### src/design/sldf_pkg.sv
package sldf_pkg;

  localparam int unsigned BUFFER_DEPTH_DEF = 32;
  localparam logic [7:0]  SYNC_RESET       = 8'h2E;
  localparam int unsigned IDX_W            = 6;

  typedef enum logic [2:0] {
    RD_HEAD,
    RD_CMD,
    RD_LEN,
    RD_PAY,
    RD_CHK
  } rd_sel_e;

  typedef struct packed {
    logic    wr_en;
    logic    rd_en;
    rd_sel_e rd_sel;
    logic    drop_one;
    logic    drop_frame;
    logic    ld_cmd;
    logic    ld_len;
    logic    sum_init;
    logic    sum_add;
    logic    idx_clr;
    logic    idx_inc;
    logic    out_load;
  } ctl_t;

  typedef struct packed {
    logic cnt_zero;
    logic cnt_lt3;
    logic head_match;
    logic len_over;
    logic cnt_lt_total;
    logic idx_eq_len;
    logic chk_ok;
    logic len_zero;
    logic out_done;
    logic out_last;
  } sts_t;

endpackage

### src/design/sync_length_checksum_deframer_core.sv
// First result: raised once the controller has checked the frame's sync byte, command,
// length and checksum and, unless the frame is empty, read its first payload byte; dropped
// bytes, oversize frames and frames with a bad checksum ahead of it delay it further. Each
// later result is read and loaded after the one before is taken. Input: a byte is taken only
// in the idle state, so the rescan controller stalls the input until it returns to idle.
// Reset: asynchronous, active low; clears the store head pointer, the fill count, the controller
// state and the output valid, and sets the sync byte to 0x2E. Store contents are not cleared.
module sync_length_checksum_deframer_core #(
  parameter int unsigned BUFFER_DEPTH = sldf_pkg::BUFFER_DEPTH_DEF
) (
  input  logic       clk_i,
  input  logic       rst_ni,
  input  logic       cfg_we_i,
  input  logic [7:0] sync_byte_i,
  input  logic       in_valid_i,
  output logic       in_stall_o,
  input  logic [7:0] rx_byte_i,
  output logic       out_valid_o,
  input  logic       out_stall_i,
  output logic [7:0] frame_cmd_o,
  output logic [5:0] frame_length_o,
  output logic [7:0] payload_byte_o,
  output logic [5:0] byte_index_o,
  output logic       is_empty_o,
  output logic       last_o
);

  sldf_pkg::ctl_t ctl;
  sldf_pkg::sts_t sts;

  sldf_ctrl u_ctrl (
    .clk_i      (clk_i),
    .rst_ni     (rst_ni),
    .in_valid_i (in_valid_i),
    .in_stall_o (in_stall_o),
    .sts_i      (sts),
    .ctl_o      (ctl)
  );

  sldf_datapath #(
    .BUFFER_DEPTH (BUFFER_DEPTH)
  ) u_datapath (
    .clk_i          (clk_i),
    .rst_ni         (rst_ni),
    .cfg_we_i       (cfg_we_i),
    .sync_byte_i    (sync_byte_i),
    .rx_byte_i      (rx_byte_i),
    .out_stall_i    (out_stall_i),
    .ctl_i          (ctl),
    .sts_o          (sts),
    .out_valid_o    (out_valid_o),
    .frame_cmd_o    (frame_cmd_o),
    .frame_length_o (frame_length_o),
    .payload_byte_o (payload_byte_o),
    .byte_index_o   (byte_index_o),
    .is_empty_o     (is_empty_o),
    .last_o         (last_o)
  );

endmodule

### src/design/sldf_datapath.sv
module sldf_datapath #(
  parameter int unsigned BUFFER_DEPTH = sldf_pkg::BUFFER_DEPTH_DEF
) (
  input  logic                    clk_i,
  input  logic                    rst_ni,
  input  logic                    cfg_we_i,
  input  logic [7:0]              sync_byte_i,
  input  logic [7:0]              rx_byte_i,
  input  logic                    out_stall_i,
  input  sldf_pkg::ctl_t          ctl_i,
  output sldf_pkg::sts_t          sts_o,
  output logic                    out_valid_o,
  output logic [7:0]              frame_cmd_o,
  output logic [5:0]              frame_length_o,
  output logic [7:0]              payload_byte_o,
  output logic [5:0]              byte_index_o,
  output logic                    is_empty_o,
  output logic                    last_o
);

  localparam int unsigned AW = $clog2(BUFFER_DEPTH);
  localparam int unsigned CW = $clog2(BUFFER_DEPTH + 1);
  localparam int unsigned IW = sldf_pkg::IDX_W;

  function automatic logic [AW-1:0] wrap_add(logic [AW-1:0] base, logic [AW:0] off);
    logic [AW+1:0] s;
    s = {2'b00, base} + {1'b0, off};
    if (s >= (AW+2)'(BUFFER_DEPTH)) begin
      s = s - (AW+2)'(BUFFER_DEPTH);
    end
    return s[AW-1:0];
  endfunction

  logic [7:0]    mem [BUFFER_DEPTH];

  logic [7:0]    sync_q;
  logic [AW-1:0] head_q, head_d;
  logic [CW-1:0] count_q, count_d;
  logic [7:0]    cmd_q, len_q, sum_q;
  logic [IW-1:0] idx_q;
  logic [7:0]    rd_data_q;
  logic          out_valid_q;
  logic [7:0]    frame_cmd_q, payload_q;
  logic [5:0]    frame_length_q, byte_index_q;
  logic          is_empty_q, last_q;

  logic          full;
  logic [AW:0]   wr_off, rd_off, drop_n;
  logic [8:0]    pay_off9, chk_off9, total9;
  logic [AW-1:0] wr_addr, rd_addr;
  logic          len_zero, idx_last;

  assign full     = (count_q == CW'(BUFFER_DEPTH));
  assign wr_off   = full ? '0 : (AW+1)'(count_q);
  assign wr_addr  = wrap_add(head_q, wr_off);
  assign total9   = {1'b0, len_q} + 9'd4;
  assign pay_off9 = 9'(idx_q) + 9'd3;
  assign chk_off9 = {1'b0, len_q} + 9'd3;
  assign len_zero = (len_q == 8'd0);
  assign idx_last = ((8'(idx_q) + 8'd1) == len_q);

  always_comb begin
    case (ctl_i.rd_sel)
      sldf_pkg::RD_HEAD: rd_off = '0;
      sldf_pkg::RD_CMD:  rd_off = (AW+1)'(1);
      sldf_pkg::RD_LEN:  rd_off = (AW+1)'(2);
      sldf_pkg::RD_PAY:  rd_off = pay_off9[AW:0];
      sldf_pkg::RD_CHK:  rd_off = chk_off9[AW:0];
      default:           rd_off = '0;
    endcase
  end

  assign rd_addr = wrap_add(head_q, rd_off);
  assign drop_n  = ctl_i.drop_frame ? total9[AW:0] : (AW+1)'(1);

  always_comb begin
    head_d  = head_q;
    count_d = count_q;
    if (ctl_i.wr_en) begin
      count_d = full ? CW'(1) : count_q + CW'(1);
    end else if (ctl_i.drop_one || ctl_i.drop_frame) begin
      head_d  = wrap_add(head_q, drop_n);
      count_d = count_q - CW'(drop_n);
    end
  end

  always_ff @(posedge clk_i) begin
    if (ctl_i.wr_en) begin
      mem[wr_addr] <= rx_byte_i;
    end
    if (ctl_i.rd_en) begin
      rd_data_q <= mem[rd_addr];
    end
  end

  always_ff @(posedge clk_i or negedge rst_ni) begin
    if (!rst_ni) begin
      sync_q      <= sldf_pkg::SYNC_RESET;
      head_q      <= '0;
      count_q     <= '0;
      out_valid_q <= 1'b0;
    end else begin
      if (cfg_we_i) begin
        sync_q <= sync_byte_i;
      end
      head_q  <= head_d;
      count_q <= count_d;
      if (ctl_i.out_load) begin
        out_valid_q <= 1'b1;
      end else if (out_valid_q && !out_stall_i) begin
        out_valid_q <= 1'b0;
      end
    end
  end

  always_ff @(posedge clk_i) begin
    if (ctl_i.ld_cmd) begin
      cmd_q <= rd_data_q;
    end
    if (ctl_i.ld_len) begin
      len_q <= rd_data_q;
    end
    if (ctl_i.sum_init) begin
      sum_q <= cmd_q + len_q;
    end else if (ctl_i.sum_add) begin
      sum_q <= sum_q + rd_data_q;
    end
    if (ctl_i.idx_clr) begin
      idx_q <= '0;
    end else if (ctl_i.idx_inc) begin
      idx_q <= idx_q + IW'(1);
    end
    if (ctl_i.out_load) begin
      frame_cmd_q    <= cmd_q;
      frame_length_q <= len_q[5:0];
      payload_q      <= len_zero ? 8'd0 : rd_data_q;
      byte_index_q   <= 6'(idx_q);
      is_empty_q     <= len_zero;
      last_q         <= len_zero | idx_last;
    end
  end

  assign sts_o.cnt_zero     = (count_q == '0);
  assign sts_o.cnt_lt3      = (count_q < CW'(3));
  assign sts_o.head_match   = (rd_data_q == sync_q);
  assign sts_o.len_over     = (total9 > 9'(BUFFER_DEPTH));
  assign sts_o.cnt_lt_total = (9'(count_q) < total9);
  assign sts_o.idx_eq_len   = (8'(idx_q) == len_q);
  assign sts_o.chk_ok       = ((~sum_q) == rd_data_q);
  assign sts_o.len_zero     = len_zero;
  assign sts_o.out_done     = out_valid_q & ~out_stall_i;
  assign sts_o.out_last     = last_q;

  assign out_valid_o    = out_valid_q;
  assign frame_cmd_o    = frame_cmd_q;
  assign frame_length_o = frame_length_q;
  assign payload_byte_o = payload_q;
  assign byte_index_o   = byte_index_q;
  assign is_empty_o     = is_empty_q;
  assign last_o         = last_q;

endmodule

### src/design/sldf_ctrl.sv
module sldf_ctrl (
  input  logic           clk_i,
  input  logic           rst_ni,
  input  logic           in_valid_i,
  output logic           in_stall_o,
  input  sldf_pkg::sts_t sts_i,
  output sldf_pkg::ctl_t ctl_o
);

  typedef enum logic [3:0] {
    S_IDLE,
    S_HEAD_RD,
    S_HEAD_CHK,
    S_CMD,
    S_LEN,
    S_LEN_CHK,
    S_SUM,
    S_SUM_ADD,
    S_CHK,
    S_PAY_RD,
    S_EMIT,
    S_OUT_WAIT
  } state_e;

  state_e state_q, state_d;

  always_comb begin
    state_d = state_q;
    ctl_o   = '0;
    case (state_q)
      S_IDLE: begin
        if (in_valid_i) begin
          ctl_o.wr_en = 1'b1;
          state_d     = S_HEAD_RD;
        end
      end
      S_HEAD_RD: begin
        if (sts_i.cnt_zero) begin
          state_d = S_IDLE;
        end else begin
          ctl_o.rd_en  = 1'b1;
          ctl_o.rd_sel = sldf_pkg::RD_HEAD;
          state_d      = S_HEAD_CHK;
        end
      end
      S_HEAD_CHK: begin
        if (!sts_i.head_match) begin
          ctl_o.drop_one = 1'b1;
          state_d        = S_HEAD_RD;
        end else if (sts_i.cnt_lt3) begin
          state_d = S_IDLE;
        end else begin
          ctl_o.rd_en  = 1'b1;
          ctl_o.rd_sel = sldf_pkg::RD_CMD;
          state_d      = S_CMD;
        end
      end
      S_CMD: begin
        ctl_o.ld_cmd = 1'b1;
        ctl_o.rd_en  = 1'b1;
        ctl_o.rd_sel = sldf_pkg::RD_LEN;
        state_d      = S_LEN;
      end
      S_LEN: begin
        ctl_o.ld_len = 1'b1;
        state_d      = S_LEN_CHK;
      end
      S_LEN_CHK: begin
        if (sts_i.len_over) begin
          ctl_o.drop_one = 1'b1;
          state_d        = S_HEAD_RD;
        end else if (sts_i.cnt_lt_total) begin
          state_d = S_IDLE;
        end else begin
          ctl_o.sum_init = 1'b1;
          ctl_o.idx_clr  = 1'b1;
          state_d        = S_SUM;
        end
      end
      S_SUM: begin
        ctl_o.rd_en = 1'b1;
        if (sts_i.idx_eq_len) begin
          ctl_o.rd_sel = sldf_pkg::RD_CHK;
          state_d      = S_CHK;
        end else begin
          ctl_o.rd_sel = sldf_pkg::RD_PAY;
          state_d      = S_SUM_ADD;
        end
      end
      S_SUM_ADD: begin
        ctl_o.sum_add = 1'b1;
        ctl_o.idx_inc = 1'b1;
        state_d       = S_SUM;
      end
      S_CHK: begin
        if (!sts_i.chk_ok) begin
          ctl_o.drop_one = 1'b1;
          state_d        = S_HEAD_RD;
        end else begin
          ctl_o.idx_clr = 1'b1;
          state_d       = sts_i.len_zero ? S_EMIT : S_PAY_RD;
        end
      end
      S_PAY_RD: begin
        ctl_o.rd_en  = 1'b1;
        ctl_o.rd_sel = sldf_pkg::RD_PAY;
        state_d      = S_EMIT;
      end
      S_EMIT: begin
        ctl_o.out_load = 1'b1;
        state_d        = S_OUT_WAIT;
      end
      S_OUT_WAIT: begin
        if (sts_i.out_done) begin
          if (sts_i.out_last) begin
            ctl_o.drop_frame = 1'b1;
            state_d          = S_HEAD_RD;
          end else begin
            ctl_o.idx_inc = 1'b1;
            state_d       = S_PAY_RD;
          end
        end
      end
      default: begin
        state_d = S_IDLE;
      end
    endcase
  end

  always_ff @(posedge clk_i or negedge rst_ni) begin
    if (!rst_ni) begin
      state_q <= S_IDLE;
    end else begin
      state_q <= state_d;
    end
  end

  assign in_stall_o = (state_q != S_IDLE);

endmodule
### config.mk
export PLATFORM = sky130hd
export DESIGN_NAME = sync_length_checksum_deframer_core
export DESIGN_NICKNAME = d
export VERILOG_FILES = /design/src/design/sldf_pkg.sv /design/src/design/sync_length_checksum_deframer_core.sv /design/src/design/sldf_datapath.sv /design/src/design/sldf_ctrl.sv
export SDC_FILE = /design/constraint.sdc
export NUM_CORES = 1
export LEC_CHECK = 0
export BUFFER_PORTS_ARGS = -buffer_cell sky130_fd_sc_hd__buf_2
export CORE_MARGIN = 5
export CORE_UTILIZATION = 50
export DETAILED_ROUTE_END_ITERATION = 16
export HOLD_SLACK_MARGIN = 0.1
export PLACE_DENSITY = 0.74
export RECOVER_POWER = 25
export SYNTH_ARGS = -nofsm -noshare
export SYNTH_HDL_FRONTEND = slang
export SYNTH_SLANG_ARGS = --single-unit
### constraint.sdc
create_clock -name clk_i -period 4.72 [get_ports clk_i]
set_input_delay 0.236 -clock clk_i [delete_from_list [all_inputs] [get_ports clk_i]]
set_output_delay 0.236 -clock clk_i [all_outputs]
set_load 0.01 [all_outputs]
==> metrics.csv <==
metric,value,unit
status,"finished, final reports clean",
synth-edff-count,318,
vias,8351,
viasPerCell,5.86,
syn_avg_cell_area,17.0,µm²
ys_seq_elements,348,
ys_types,61,
netlist_area,15400,µm²
maxCapViolations,0,
r2r_cells,11,
cp.depth,11,
synth_seq_area_share,66.8,%
p_leak,6.13,nW
root_buffer,clkbuf_16,
cts_htree_levels,2,
finalCritPeriodShare,83.3,%
path_class,flop to flop,
fp.coreArea,30500,µm²
synth_cells,903,
yosysWarnings,0,
p_clk_share,26.0,%
finalHoldViolations,0,
multiInputGateArea,4860,µm²
drc_errors,0,
pwr_density_cell,641,nW/µm²
antenna_cells,0,
fp.dieArea,34400,µm²
instances_no_fill,1424,
wl_per_cell,23.1,µm
hold_class,primary input to flop,
cts_buffers,37,
async_reset_ff_share,6.90,%
fin_nets,1069,
path_common_cell,mux4_2,
cp_slowest_cell,fa_2,
path_max_fanout,64,
required,5.00,ns
placedCellCount,1341,
grt_max_degree,65,
path_delay_family,multiplexers,
p_seq_share,36.7,%
synthFlopType,edfxtp_1,
worstSetupEndpointType,flop,
arrival,4.21,ns
dp_hpwl,21300,µm
maxSlewViolCount,0,
tightest_slew,1.41,ns
power_switching,3.68,mW
clk_pin_slew_worst_paths,0.06,ns
drt_wl_total,33000,µm
vdd_drop_max,0.428,mV
antenna_found_initial,0,
seq_area,10300,µm²
syn_nets,973,
fmax,254,MHz
pin_count,53,
finalSetupTns,0,ns
min_period,3.93,ns
fillers,2261,
cts_num_sinks,348,
cts_tree,yes,
fin_util,57.6,%
drtPass1Iterations,5,
crit_path_max_incr_delay,0.55,ns
cts_resized,0,
ant_nets,0,
clockBufferDepth,3,
die-width,185,µm
slew_headroom,5.99,%
start_util,50.4,%
p_comb_share,37.3,%
crit_chain,"buf_4, nand2b_1, nor2_1, a21oi_1, o21ai_0, ha_4, fa_2, buf_12, mux4_2, mux4_2, mux2_2",
die_h,185,µm
final_layout_size_suffix_gt1_share,21.2,%
grt-ovfl-total,0,
drt_iter0_drc,700,
netSwitchingFraction,32.7,%
start_kind,flop,
clock_latency,0.53,ns
grt_use_total,19.6,%
finalClockSkew,0.0144,ns
syn_to_final_growth,14.1,%
io_buffers,52,
grt_pass1_vias,8491,
p_int,7.58,mW
hold_depth,2,
rows,64,
finalSetupViolCount,0,
place.gp.congestion,0.841,
grt_pass1_wl,50900,µm
rsz0062_at_grt,no,
path_buf_inv,2,
-- cells in the final DEF (no fill, tap or decap), types with 10 or more instances in the layout --
cell type	netlist	routed
nand3_1	12	12
nor2_1	80	79
edfxtp_1	318	318
xnor2_1	31	30
o21ai_0	26	26
nor3_1	10	10
mux2_2	19	19
clkbuf_1	18	15
ha_1	43	42
nor2b_1	10	10
mux4_1	16	16
buf_2	8	46
a21oi_1	19	19
mux4_2	64	64
inv_1	24	24
nand2b_1	10	10
nand2_1	34	34
dlygate4sd3_1	0	15
buf_4	1	22
clkbuf_16	0	38
xor2_1	29	29
dfrtp_1	20	20
-- routing by layer --
| layer | track usage (%) | share of wire, % | vias up |
|---|---|---|---|
| met3 | 2.91 | 6.6 | 45 |
| met1 | 27.3 | 42 | 4239 |
| li1 | - | - | 3736 |
| met2 | 33.0 | 50 | 331 |
| met5 | 0 | 0 | - |
| met4 | 4.82 | 1.8 | 0 |
-- cell usage after synthesis (18+ instances only) --
library cell,count,share of area (%)
nor2_1,80,2.0
nand2_1,34,0.83
xor2_1,29,1.7
edfxtp_1,318,62
ha_1,43,3.5
inv_1,24,0.59
mux2_2,19,1.4
o21ai_0,26,0.85
a21oi_1,19,0.62
xnor2_1,31,1.8
dfrtp_1,20,3.3
clkbuf_1,18,0.44
mux4_2,64,9.4
-- flip-flops by register name (all words and copies together), names as in the netlist --
register and cells:
u_ctrl.state_q 4, u_datapath.byte_index_o 6, u_datapath.cmd_q 8, u_datapath.count_q 6, u_datapath.frame_cmd_o 8, u_datapath.frame_length_o 6
u_datapath.head_q 5, u_datapath.idx_q 6, u_datapath.is_empty_o 1, u_datapath.last_o 1, u_datapath.len_q 8, u_datapath.mem 256
u_datapath.out_valid_o 1, u_datapath.payload_byte_o 8, u_datapath.rd_data_q 8, u_datapath.sum_q 8, u_datapath.sync_q 8
-- kinds of logic (layout without fill, tap and decap cells) --
kind of cell,count (synthesis),count (layout),synth area share [%]
simple gates,190,190,5.82
flops,348,348,66.8
fa+ha+maj,49,49,4.28
buf+inv,58,183,1.81
compound gates,92,92,3.92
mux,105,105,13.9
xor+xnor,61,61,3.52
-- final cells by class --
cell class / instances / area share, %
sequential: 348 / 58.5
multi-input combinational: 497 / 27.7
clock buffer: 47 / 5.61
timing repair buffer: 91 / 3.46
tap: 396 / 2.82
clock inverter: 21 / 1.43
inverter: 24 / 0.513
-- power groups by stage --
| stage | clock [mW] | sequential, mW | combinational [mW] |
|---|---|---|---|
| after floorplan | 0 | 4.00 | 3.31 |
| after global placement | 0 | 4.17 | 4.13 |
| after detailed placement | 0 | 4.18 | 4.18 |
| after CTS | 2.99 | 4.12 | 4.24 |
| after global routing | 3.11 | 4.17 | 4.56 |
| final | 2.93 | 4.13 | 4.20 |
-- repair_timing --
item / CTS / global route
hold buffers: 15 / 0
setup buffers: 0 / 0
endpoints found under the hold margin: 29 / 0
-- path summary, 6_finish.rpt --
| check | slack [ns] | endpoint | startpoint |
|---|---|---|---|
| worst max register to register | 0.79 | u_datapath.rd_data_q[6] | u_ctrl.state_q[3] |
| worst min-delay path | 0.12 | u_datapath.sync_q[5] | cfg_we_i |
| min in group asynchronous | 0.29 | u_ctrl.state_q[3] | rst_ni |
| max in group asynchronous | 3.98 | u_datapath.head_q[3] | rst_ni |
| worst min register to register | 0.47 | u_datapath.frame_cmd_o[6] | u_datapath.cmd_q[6] |
| worst max-delay path | 0.79 | u_datapath.rd_data_q[6] | u_ctrl.state_q[3] |
-- metrics by stage --
step / setup WS, ns / hold WS, ns / total power, mW / cell area, µm²
global route: 0.544 / 0.123 / 11.8 / 17600
finish: 0.787 / 0.122 / 11.3 / 17600
global placement: 0.860 / 0.303 / 8.30 / 16200
detailed placement: 0.801 / 0.318 / 8.36 / 16200
floorplan: 0.926 / -0.0596 / 7.31 / 15400
CTS: 0.766 / 0.103 / 11.3 / 17600
Note: power is estimated with default switching activity, not from simulation.
